--- src/rtl/plt_pkg.sv ---
// ----------------------------------------------------------------------------
// plt_pkg
// Shared types and codes for the partition label table.
// ----------------------------------------------------------------------------
`default_nettype none

package plt_pkg;

  localparam int IN_W  = 64;
  localparam int OUT_W = 24;
  localparam int CFG_W = 12;

  typedef enum logic [3:0] {
    OP_ADD       = 4'd0,
    OP_MOVE      = 4'd1,
    OP_SINGLE    = 4'd2,
    OP_MERGE     = 4'd3,
    OP_REMOVE    = 4'd4,
    OP_CONTAINS  = 4'd5,
    OP_SAME      = 4'd6,
    OP_COUNT     = 4'd7,
    OP_COMPACT   = 4'd8,
    OP_EXTEND    = 4'd9,
    OP_ALLSINGLE = 4'd10,
    OP_ALLONE    = 4'd11,
    OP_BOUND     = 4'd12,
    OP_INIT      = 4'd13
  } plt_op_t;

  localparam logic [2:0] ST_OK         = 3'd0;
  localparam logic [2:0] ST_ELEM       = 3'd1;
  localparam logic [2:0] ST_ID         = 3'd2;
  localparam logic [2:0] ST_ASSIGNED   = 3'd3;
  localparam logic [2:0] ST_UNASSIGNED = 3'd4;
  localparam logic [2:0] ST_EXHAUSTED  = 3'd5;
  localparam logic [2:0] ST_FULL       = 3'd6;

  localparam logic [1:0] CFG_ELEMS    = 2'd0;
  localparam logic [1:0] CFG_ASSIGNED = 2'd1;
  localparam logic [1:0] CFG_LABEL    = 2'd2;

  typedef enum logic [3:0] {
    S_IDLE,
    S_DEC,
    S_RD2,
    S_EXEC,
    S_W_RD,
    S_W_EV,
    S_W_RM,
    S_W_DN,
    S_FILL
  } plt_state_t;

  typedef struct packed {
    logic cap;
    logic dec;
    logic rd_e1;
    logic rd_e2;
    logic w_rd;
    logic w_ev;
    logic dn_rd;
    logic w_dn;
    logic fill;
    logic exec;
  } plt_cmd_t;

  typedef struct packed {
    plt_op_t op;
    logic    walk_go;
    logic    fill_go;
    logic    idx_end;
    logic    mark;
    logic    out_free;
  } plt_stat_t;

endpackage

`default_nettype wire

--- src/rtl/plt_ctrl.sv ---
// ----------------------------------------------------------------------------
// plt_ctrl
// Command sequencer: steps point operations, element walks and fill sweeps.
// ----------------------------------------------------------------------------
`default_nettype none

module plt_ctrl
  import plt_pkg::*;
(
  input  wire logic      clk,
  input  wire logic      rst_n,
  input  wire logic      in_tvalid,
  output logic           in_tready,
  input  wire plt_stat_t stat,
  output plt_cmd_t       cmd
);

  plt_state_t state_r, state_nxt;

  always_ff @(posedge clk) begin
    if (!rst_n) begin
      state_r <= S_IDLE;
    end else begin
      state_r <= state_nxt;
    end
  end

  always_comb begin
    state_nxt = state_r;
    case (state_r)
      S_IDLE: begin
        if (in_tvalid) state_nxt = S_DEC;
      end
      S_DEC: begin
        case (stat.op)
          OP_ADD, OP_MOVE, OP_SINGLE, OP_REMOVE, OP_CONTAINS: state_nxt = S_EXEC;
          OP_SAME:              state_nxt = S_RD2;
          OP_MERGE:             state_nxt = stat.walk_go ? S_W_RD : S_EXEC;
          OP_COUNT, OP_COMPACT: state_nxt = S_W_RD;
          OP_ALLSINGLE:         state_nxt = stat.fill_go ? S_FILL : S_EXEC;
          OP_ALLONE, OP_INIT:   state_nxt = S_FILL;
          default:              state_nxt = S_EXEC;
        endcase
      end
      S_RD2: state_nxt = S_EXEC;
      S_W_RD: begin
        state_nxt = stat.idx_end ? S_EXEC : S_W_EV;
      end
      S_W_EV: begin
        if (stat.op == OP_MERGE || !stat.mark) state_nxt = S_W_RD;
        else state_nxt = S_W_RM;
      end
      S_W_RM: state_nxt = S_W_DN;
      S_W_DN: state_nxt = S_W_RD;
      S_FILL: begin
        if (stat.idx_end) state_nxt = S_EXEC;
      end
      S_EXEC: begin
        if (stat.out_free) state_nxt = S_IDLE;
      end
      default: state_nxt = S_IDLE;
    endcase
  end

  always_comb begin
    cmd       = '0;
    in_tready = 1'b0;
    case (state_r)
      S_IDLE: begin
        in_tready = 1'b1;
        cmd.cap   = in_tvalid;
      end
      S_DEC: begin
        cmd.dec = 1'b1;
        case (stat.op)
          OP_ADD, OP_MOVE, OP_SINGLE, OP_REMOVE, OP_CONTAINS, OP_SAME: cmd.rd_e1 = 1'b1;
          default: cmd.rd_e1 = 1'b0;
        endcase
      end
      S_RD2:  cmd.rd_e2 = 1'b1;
      S_W_RD: cmd.w_rd  = !stat.idx_end;
      S_W_EV: cmd.w_ev  = 1'b1;
      S_W_RM: cmd.dn_rd = 1'b1;
      S_W_DN: cmd.w_dn  = 1'b1;
      S_FILL: cmd.fill  = !stat.idx_end;
      S_EXEC: cmd.exec  = stat.out_free;
      default: cmd = '0;
    endcase
  end

endmodule

`default_nettype wire

--- config.mk ---
export PLATFORM = sky130hd
export DESIGN_NAME = plt_ctrl
export DESIGN_NICKNAME = d
export VERILOG_FILES = /design/src/rtl/plt_pkg.sv /design/src/rtl/plt_ctrl.sv
export SDC_FILE = /design/constraint.sdc
export NUM_CORES = 1
export LEC_CHECK = 0
export ABC_CLOCK_PERIOD_IN_PS = 1850
export BUFFER_PORTS_ARGS = -buffer_cell sky130_fd_sc_hd__buf_2
export CORE_AREA = 2 2 39 41
export CTS_CLUSTER_DIAMETER = 30
export DETAILED_ROUTE_END_ITERATION = 7
export DIE_AREA = 0 0 41 43
export GPL_TIMING_DRIVEN = 0
export PLACE_DENSITY_LB_ADDON = 0.15
export SLEW_MARGIN = 10
export SYNTH_ARGS = -nofsm -noshare
export SYNTH_HDL_FRONTEND = slang
export SYNTH_SLANG_ARGS = --single-unit
--- constraint.sdc ---
create_clock -name clk -period 1.85 [get_ports clk]
set_clock_uncertainty 0.2 [all_clocks]
set_input_delay 0.4625 -clock clk [delete_from_list [all_inputs] [get_ports clk]]
set_output_delay 0.4625 -clock clk [all_outputs]
set_load 0.05 [all_outputs]
==> summary.md, run 1 <==
| Metric | Value |
|---|---|
| Result of the run | complete, but fails checks |
| Failing checks | negative setup slack |
| CTS buffer count | 3 |
| Final instance area | approximately 910 um^2 |
| Port-buffer cells | 20 |
| Worst slew pin tran | roughly 0.28 ns |
| Chip Width | between 40 and 50 um |
| Dpl ws | -0.0943 ns |
| Antenna-violating nets left | 0 |
| Maxcap violations | 0 |
| Core Util, Final | between 60% and 70% |
| Post-synth top area cell | dfxtp_1 |
| First-pass GRT wire length | between 2000 and 2500 um |
| Final min period | a little over 2 ns |
| Core Region | 1380 um^2 |
| DR vias | 671 |
| Vias in the first global route | 559 |
| M1 WL | 641 um |
| CTS tree | done |
| Synth cell types | 36 |
| Crit. End Element | primary output |
| Clock sink count | 4 |
| DRC Markers | 0 |
| Post-synth top cells | 7 x nor2_1, 6 x a21oi_1, 6 x nand2_1 |
| Area grow syn2layout | 85.0% |
| Hold WC Path Type | input pin to register |
| Slew headroom | around four fifths |
| R2r setup slk | between 0.1 and 0.15 ns |
| Total power | approximately 820 uW |
| Fin cells | 123 |
| Biggest regs | state_r (4) |
| Ys Warns | 0 |
| Syn avg cell area | roughly 6.7 um^2 |
| Die H | 43 um |
| Gr ovfl total | 0 |
| Synth top area share | between 10% and 20% |
| Total GRT Usage | roughly a fifth |
| Final Hold Violating Endpoints | 0 |
| Top Metal Used | met4 |
| Mapped cell area | 493 um^2 |
| FF+latch count, synth | 4 |
| Leak pwr | 0.371 nW |
| Final wirelength | ~1500 um |
| Slew Limit Fails | 0 |
| CP Launch Type | register |
| Initial antenna violation count | 0 |
| Placement-stage cell area | 678 um^2 |
| Clock Path Buffers | 2 |
| Layout cell share with drive strength beyond 1 | between 50% and 60% |
| Async SR Flop Fraction | 0% |
| Pwr per Cell Area | ~900 nW/um^2 |
| Clk root buf | clkbuf_4 |
| Worst-path clk slew | 0.04 ns |
| WP data arrival | between 1 and 1.5 ns |
| Initial Util | around 36% |
| Antenna Cells | 0 |
| Period utilization | 109% |
| Max Clock Freq | 496 MHz |
| Routability congestion estimate | 0.755 |
| Most numerous cell in the Yosys netlist | nor2_1 |
| Most used DFF post-synth | dfxtp_1 |
| Worst-Skew Late Latency | 0.24 ns |
| Placed Cells | 110 |
| Crit path max fanout | 5 |
| Pre-antenna DRT Iters | 4 |
| Row Count | 14 |
| 1st-iter DRT viols | 11 |
| Die area | 1760 um^2 |
| Critical Path RT | about 1.2 ns |
| DR WL met3 | 53 um |
| Met2 WL | between 700 and 800 um |
| Sequential area share after synthesis | 16.2% |
| RSZ-0062 raised after global routing | yes |
| # H-tree levels | 1 |
| Largest net degree at the start of global routing | 11 |
| Mapped Cells | 74 |
| Setup violators final | 7 |
| Top post-synthesis cells by area | dfxtp_1 16%, a21oi_1 6.1%, nor2_1 5.3% |
| DP Wirelength | ~1100 um |
| Via/cell ratio | between 5 and 6 |
| Final Worst Setup Slack | -0.168 ns |
| I/O pin total | 23 |
| Top reg by flops | state_r |
| Syn_nets | 86 |
| Post-DR wirelength/cell | 12.2 um |
| Setup Crit Path Kind | register to primary output |
| EDFF count, synth | 0 |
| Peak supply drop | ~440 uV |
| Final-stage net count | around 120 |
| Max FFs per register | 4 |
[what timing repair did]
item                       in CTS  in global routing
hold buffers                    0                  0
setup endpoints to repair      11                 12
buffers inserted                5                  6
pin swaps                       4                  5
gates cloned                    0                  0
gates resized for setup        30                 15
[path summary, 6_finish.rpt]
kind / from / endpoint / cells after the start
worst max-delay path: state_r[1] / cmd[9] / 5
worst min-delay path: rst_n / state_r[3] / 2
worst max register to register: state_r[1] / state_r[1] / 6
worst min register to register: state_r[3] / state_r[2] / 4
[logic make-up after synthesis]
logic type	after synthesis	synth area share, %
DFF	4	16.2
buffers and inverters	11	10.7
AOI/OAI and AO/OA	24	34.5
and+or+nand+nor	35	38.6
[cell usage in the layout, fill, tap and decap left out, types with 3 or more instances in the layout]
cell type  instances
inv_1              4
nor2_1             3
buf_6             11
a21oi_1            6
buf_8              4
nand2_1            5
nor2b_1            3
buf_2             10
nor3_4             3
buf_4             10
clkbuf_4           3
[where the power goes]
group          switching (mW)  internal (mW)  total (mW)
registers             0.00870          0.105       0.114
clock network          0.0393         0.0728       0.112
logic                   0.322          0.273       0.595
[critical path: stages (launching register included)]
cell,delay [ns]
dfxtp_2,0.32
or2_1,0.24
buf_8,0.14
nor3_4,0.11
and2_4,0.17
buf_8,0.13
[cell type report]
cell class / instances / area, um^2
fillers: 131 / 472
multi-input cells: 59 / 450
repair buffers: 31 / 270
flip-flops and latches: 4 / 86.3
plain buffers: 5 / 43.8
clock buffers: 3 / 22.5
well taps: 16 / 20.0
inverters: 5 / 18.8
[metal layers]
metal | vias to the layer above | GRT usage [%]
li1 | 337 | -
met1 | 314 | 26.6
met2 | 18 | 31.9
met3 | 2 | 1.57
met4 | 0 | 8.00
met5 | - | 0
[per-stage QoR]
stage	setup TNS, ns	hold WS [ns]
2_1_floorplan	-0.688	0.391
3_3_place_gp	-0.304	0.502
4_1_cts	-0.822	0.310
6_report	-0.754	0.311
5_1_grt	-1.15	0.321
3_5_place_dp	-0.319	0.491
Power figures use the tool's default switching activity.
==> run 2: changes to the inputs <==
--- a/config.mk
+++ b/config.mk
@@ -7,10 +7,10 @@
 export LEC_CHECK = 0
 export ABC_CLOCK_PERIOD_IN_PS = 1850
 export BUFFER_PORTS_ARGS = -buffer_cell sky130_fd_sc_hd__buf_2
-export CORE_AREA = 2 2 39 41
+export CORE_MARGIN = 2
+export CORE_UTILIZATION = 25
 export CTS_CLUSTER_DIAMETER = 30
 export DETAILED_ROUTE_END_ITERATION = 7
-export DIE_AREA = 0 0 41 43
 export GPL_TIMING_DRIVEN = 0
 export PLACE_DENSITY_LB_ADDON = 0.15
 export SLEW_MARGIN = 10
==> run 2 against run 1 <==
Against the previous run: the run still ends with negative setup slack left; combinational power is 11% higher; non-clock buffer count is 7 higher; count of clock-buffer cells in the layout unchanged; sequential cell count is the same; setup slack improved by 0.017 ns; clock power is 7% lower; highest routed layer is now met3.
==> summary.md, run 2 (synthesis gave the netlist of run 1 again) <==
| Metric | Value |
|---|---|
| Crit. End Element | primary output |
| Hold WC Path Type | input pin to register |
| Final-stage net count | 128 |
| First-pass GRT wire length | about 2800 um |
| Result of the run | complete, but fails checks |
| Core Util, Final | about 53% |
| 1st-iter DRT viols | 6 |
| Setup Crit Path Kind | register to primary output |
| Maxcap violations | 0 |
| Antenna-violating nets left | 0 |
| Port-buffer cells | 20 |
| Pwr per Cell Area | 867 nW/um^2 |
| Crit path max fanout | 5 |
| Initial antenna violation count | 0 |
| Area grow syn2layout | 105% |
| Total GRT Usage | between 10 and 15% |
| RSZ-0062 raised after global routing | yes |
| Max FFs per register | 4 |
| Final instance area | 1010 um^2 |
| Via/cell ratio | ~5.0 |
| Setup violators final | 7 |
| Final min period | between 2 and 2.5 ns |
| Final Hold Violating Endpoints | 0 |
| Final hold slack | 0.315 ns |
| CTS tree | done |
| DP Wirelength | approximately 1200 um |
| Clk root buf | clkbuf_4 |
| Fin cells | between 100 and 150 |
| Slew Limit Fails | 0 |
| Clock sink count | 4 |
| Chip Width | about 48 um |
| Antenna Cells | 0 |
| Critical Path RT | ~1.2 ns |
| CTS buffer count | 3 |
| Layout cell share with drive strength beyond 1 | between 60% and 70% |
| Max Clock Freq | around 500 MHz |
| Most common cell after layout, fill and taps aside | buf_4 |
| Routability congestion estimate | between 0.8 and 0.9 |
| Die area | 2340 um^2 |
| WP data arrival | 1.34 ns |
| CP Launch Type | register |
| Worst-path clk slew | 0.04 ns |
| Row Count | 16 |
| Worst slew pin tran | ~0.28 ns |
| Leak pwr | 0.421 nW |
| Total power | ~880 uW |
| Clock Path Buffers | 2 |
| Failing checks | negative setup slack |
| Placed Cells | between 100 and 150 |
| Slew headroom | slightly above 80% |
| DR vias | 702 |
| Vias in the first global route | between 600 and 700 |
| Peak supply drop | slightly below 500 uV |
| Biggest regs | state_r (4) |
| Final wirelength | roughly 1700 um |
| Post-DR wirelength/cell | 12.2 um |
| Placement-stage cell area | about 690 um^2 |
| Largest net degree at the start of global routing | 11 |
| Period utilization | 108% |
| Final Worst Setup Slack | -0.151 ns |
| Pre-antenna DRT Iters | 4 |
| Most frequent cells in the layout | 14 x buf_4, 12 x buf_6, 11 x buf_2 |
| Die H | between 40 and 50 um |
| Initial Util | 25.9% |
| # H-tree levels | 1 |
| I/O pin total | 23 |
| Top reg by flops | state_r |
| Worst-Skew Late Latency | approximately 0.23 ns |
| Gr ovfl total | 0 |
| # hold bufs at CTS | 0 |
| DRC Markers | 0 |
| Core Region | ~1900 um^2 |
[run 2: final timing paths]
| path | startpoint | end | slack (ns) | cells after the start |
|---|---|---|---|---|
| min reg2reg | state_r[3] | state_r[2] | 0.47 | 4 |
| min | rst_n | state_r[2] | 0.31 | 3 |
| max | state_r[0] | cmd[9] | -0.15 | 5 |
| max reg2reg | state_r[1] | state_r[1] | 0.08 | 6 |
[run 2: stage by stage]
stage | TNS (ns) | setup slack, ns
final | -0.543 | -0.151
after global routing | -0.882 | -0.197
after detailed placement | -0.427 | -0.106
after CTS | -0.545 | -0.156
after floorplan | -0.688 | -0.332
after global placement | -0.376 | -0.0933
[run 2: metal layers]
metal | share of wire, % | global-route usage (%) | vias up
li1 | - | - | 353
met1 | 46 | 17.2 | 325
met2 | 49 | 27.1 | 24
met3 | 4.9 | 4.94 | 0
met4 | 0 | 1.43 | 0
met5 | 0 | 0 | -
[run 2: repair_timing]
action	4_1_cts	5_1_grt
endpoints found under the setup margin	11	14
resized for setup	38	18
setup buffers	10	8
pin swaps	5	6
[run 2: power by group]
part	switching [mW]	internal [mW]	total (mW)
clock	0.0322	0.0723	0.104
sequential	0.00759	0.104	0.112
combinational	0.344	0.316	0.659
[run 2: worst max-delay path, cell delays in order, from the launching register on]
cell	delay [ns]
dfxtp_4	0.33
or2_1	0.22
buf_8	0.15
nor3_4	0.11
and2_4	0.16
buf_8	0.13
[run 2: area by class of cell]
class	count	area [um^2]
clock buffer	3	22.5
timing repair buffer	38	324
tap	27	33.8
buffer	5	51.3
inverter	5	18.8
fill	197	892
sequential	4	90.1
multi-input combinational	59	469
==> run 3: changes to the inputs <==
--- a/config.mk
+++ b/config.mk
@@ -7,7 +7,6 @@
 export LEC_CHECK = 0
 export ABC_CLOCK_PERIOD_IN_PS = 1850
 export BUFFER_PORTS_ARGS = -buffer_cell sky130_fd_sc_hd__buf_2
-export CORE_MARGIN = 2
 export CORE_UTILIZATION = 25
 export CTS_CLUSTER_DIAMETER = 30
 export DETAILED_ROUTE_END_ITERATION = 7
==> run 3 against run 2 <==
Against the previous run: the run still ends with negative setup slack left; final cell count decreased by 9.2%; largest power group unchanged; sequential share of layout area increased by 0.47 points; design area decreased by 8.9%; worst hold slack improved by 0.0087 ns.
==> summary.md, run 3 (synthesis gave the netlist of run 1 again) <==
| Metric | Value |
|---|---|
| Final wirelength | 1470 um |
| CTS buffer count | 3 |
| Antenna-violating nets left | 0 |
| Dpl ws | -0.110 ns |
| Placement-stage cell area | just under 700 um^2 |
| Critical Path RT | 1.19 ns |
| Top reg by flops | state_r |
| RSZ-0062 raised after global routing | yes |
| Row Count | 15 |
| I/O pin total | 23 |
| Maxcap violations | 0 |
| Setup violators final | 9 |
| Chip Width | 46.4 um |
| WP data arrival | 1.34 ns |
| Slew Limit Fails | 0 |
| Crit path max fanout | 5 |
| Slew headroom | between 70% and 80% |
| Period utilization | 108% |
| Largest net degree at the start of global routing | 11 |
| Final instance area | roughly 920 um^2 |
| Most frequent cells in the layout | 11 x buf_2, 10 x buf_6, 6 x buf_4, 6 x a21oi_1, 5 x nand2_1 |
| DP Wirelength | 1120 um |
| CP Launch Type | register |
| Antenna Cells | 0 |
| Crit. End Element | primary output |
| Result of the run | complete, but fails checks |
| Routability congestion estimate | just under 0.8 |
| Hold WC Path Type | input pin to register |
| Final hold slack | around 0.32 ns |
| Layout cell share with drive strength beyond 1 | a little under three fifths |
| Peak supply drop | between 300 and 400 uV |
| Met2 WL | between 700 and 800 um |
| Gr ovfl total | 0 |
| Final min period | between 2 and 2.5 ns |
| Area grow syn2layout | 86.5% |
| Most common cell after layout, fill and taps aside | buf_2 |
| Clock sink count | 4 |
| Die H | ~46 um |
| Post-DR wirelength/cell | approximately 12 um |
| Pwr per Cell Area | about 910 nW/um^2 |
| Worst-Skew Late Latency | approximately 0.23 ns |
| DR vias | roughly 660 |
| Setup Crit Path Kind | register to primary output |
| Final Hold Violating Endpoints | 0 |
| Port-buffer cells | 20 |
| Die area | between 2000 and 2500 um^2 |
| Final-stage net count | ~120 |
| # H-tree levels | 1 |
| Initial Util | roughly 28% |
| Failing checks | negative setup slack |
| Total GRT Usage | 14.9% |
| Initial antenna violation count | 0 |
| Worst-path clk slew | roughly 0.040 ns |
| Max FFs per register | 4 |
| Worst slew pin tran | 0.349 ns |
| Top Metal Used | met3 |
| DR WL met3 | 56 um |
| CTS tree | done |
| Pre-antenna DRT Iters | 4 |
| M1 WL | between 700 and 800 um |
| Leak pwr | between 0.3 and 0.4 nW |
| Clock Path Buffers | 2 |
| Final Worst Setup Slack | -0.156 ns |
| Clk root buf | clkbuf_4 |
| Core Region | about 1800 um^2 |
| Via/cell ratio | 5.13 |
| Max Clock Freq | about 500 MHz |
| First-pass GRT wire length | 2290 um |
| Vias in the first global route | 551 |
| DRC Markers | 0 |
| Biggest regs | state_r (4) |
| 1st-iter DRT viols | 11 |
## run 3: timing repair
action                     CTS  global route
pin swaps                    4             5
gates resized for setup     31            15
buffers inserted             2             4
hold buffers                 0             0
setup endpoints to repair   11            11
## run 3: where the power goes
part | internal, mW | leakage (nW) | switching (mW)
combinational | 0.287 | 0.315 | 0.337
sequential | 0.105 | 0.0342 | 0.00882
clock | 0.0721 | 0.0138 | 0.0299
total | 0.465 | 0.363 | 0.375
## run 3: worst paths after layout
path                    from          to  slack (ns)  depth (start not counted)
hold / removal         rst_n  state_r[3]        0.32                          2
setup reg to reg  state_r[1]  state_r[1]        0.08                          6
hold reg to reg   state_r[3]  state_r[2]        0.51                          4
setup / recovery  state_r[0]      cmd[9]       -0.16                          5
## run 3: critical path, cell delays in order (launching register included)
cell and delay, ns:
dfxtp_4 0.33, or2_4 0.24, buf_8 0.14, nor3_4 0.11, and2_4 0.16, buf_8 0.13
## run 3: layer usage
metal	vias up	global-route usage [%]
met3	0	5.10
met5	-	0
met4	0	1.76
met1	300	19.0
met2	22	24.4
li1	334	-
## run 3: layout make-up
type,count,area [um^2]
buffer,6,62.6
sequential,4,86.3
timing repair buffer,26,219
fill,174,863
multi-input combinational,59,477
inverter,5,21.3
clock buffer,3,22.5
tap,25,31.3
## run 3: through the flow
step / cells / total power, mW / setup TNS, ns / utilization [%]
2_1_floorplan: 74 / 0.476 / -0.688 / -
3_3_place_gp: 119 / 0.561 / -0.377 / 38.7
3_5_place_dp: 119 / 0.563 / -0.458 / 38.7
4_1_cts: 124 / 0.748 / -0.816 / 46.4
5_1_grt: 128 / 0.899 / -1.64 / 51.6
6_report: 128 / 0.840 / -0.917 / 51.6
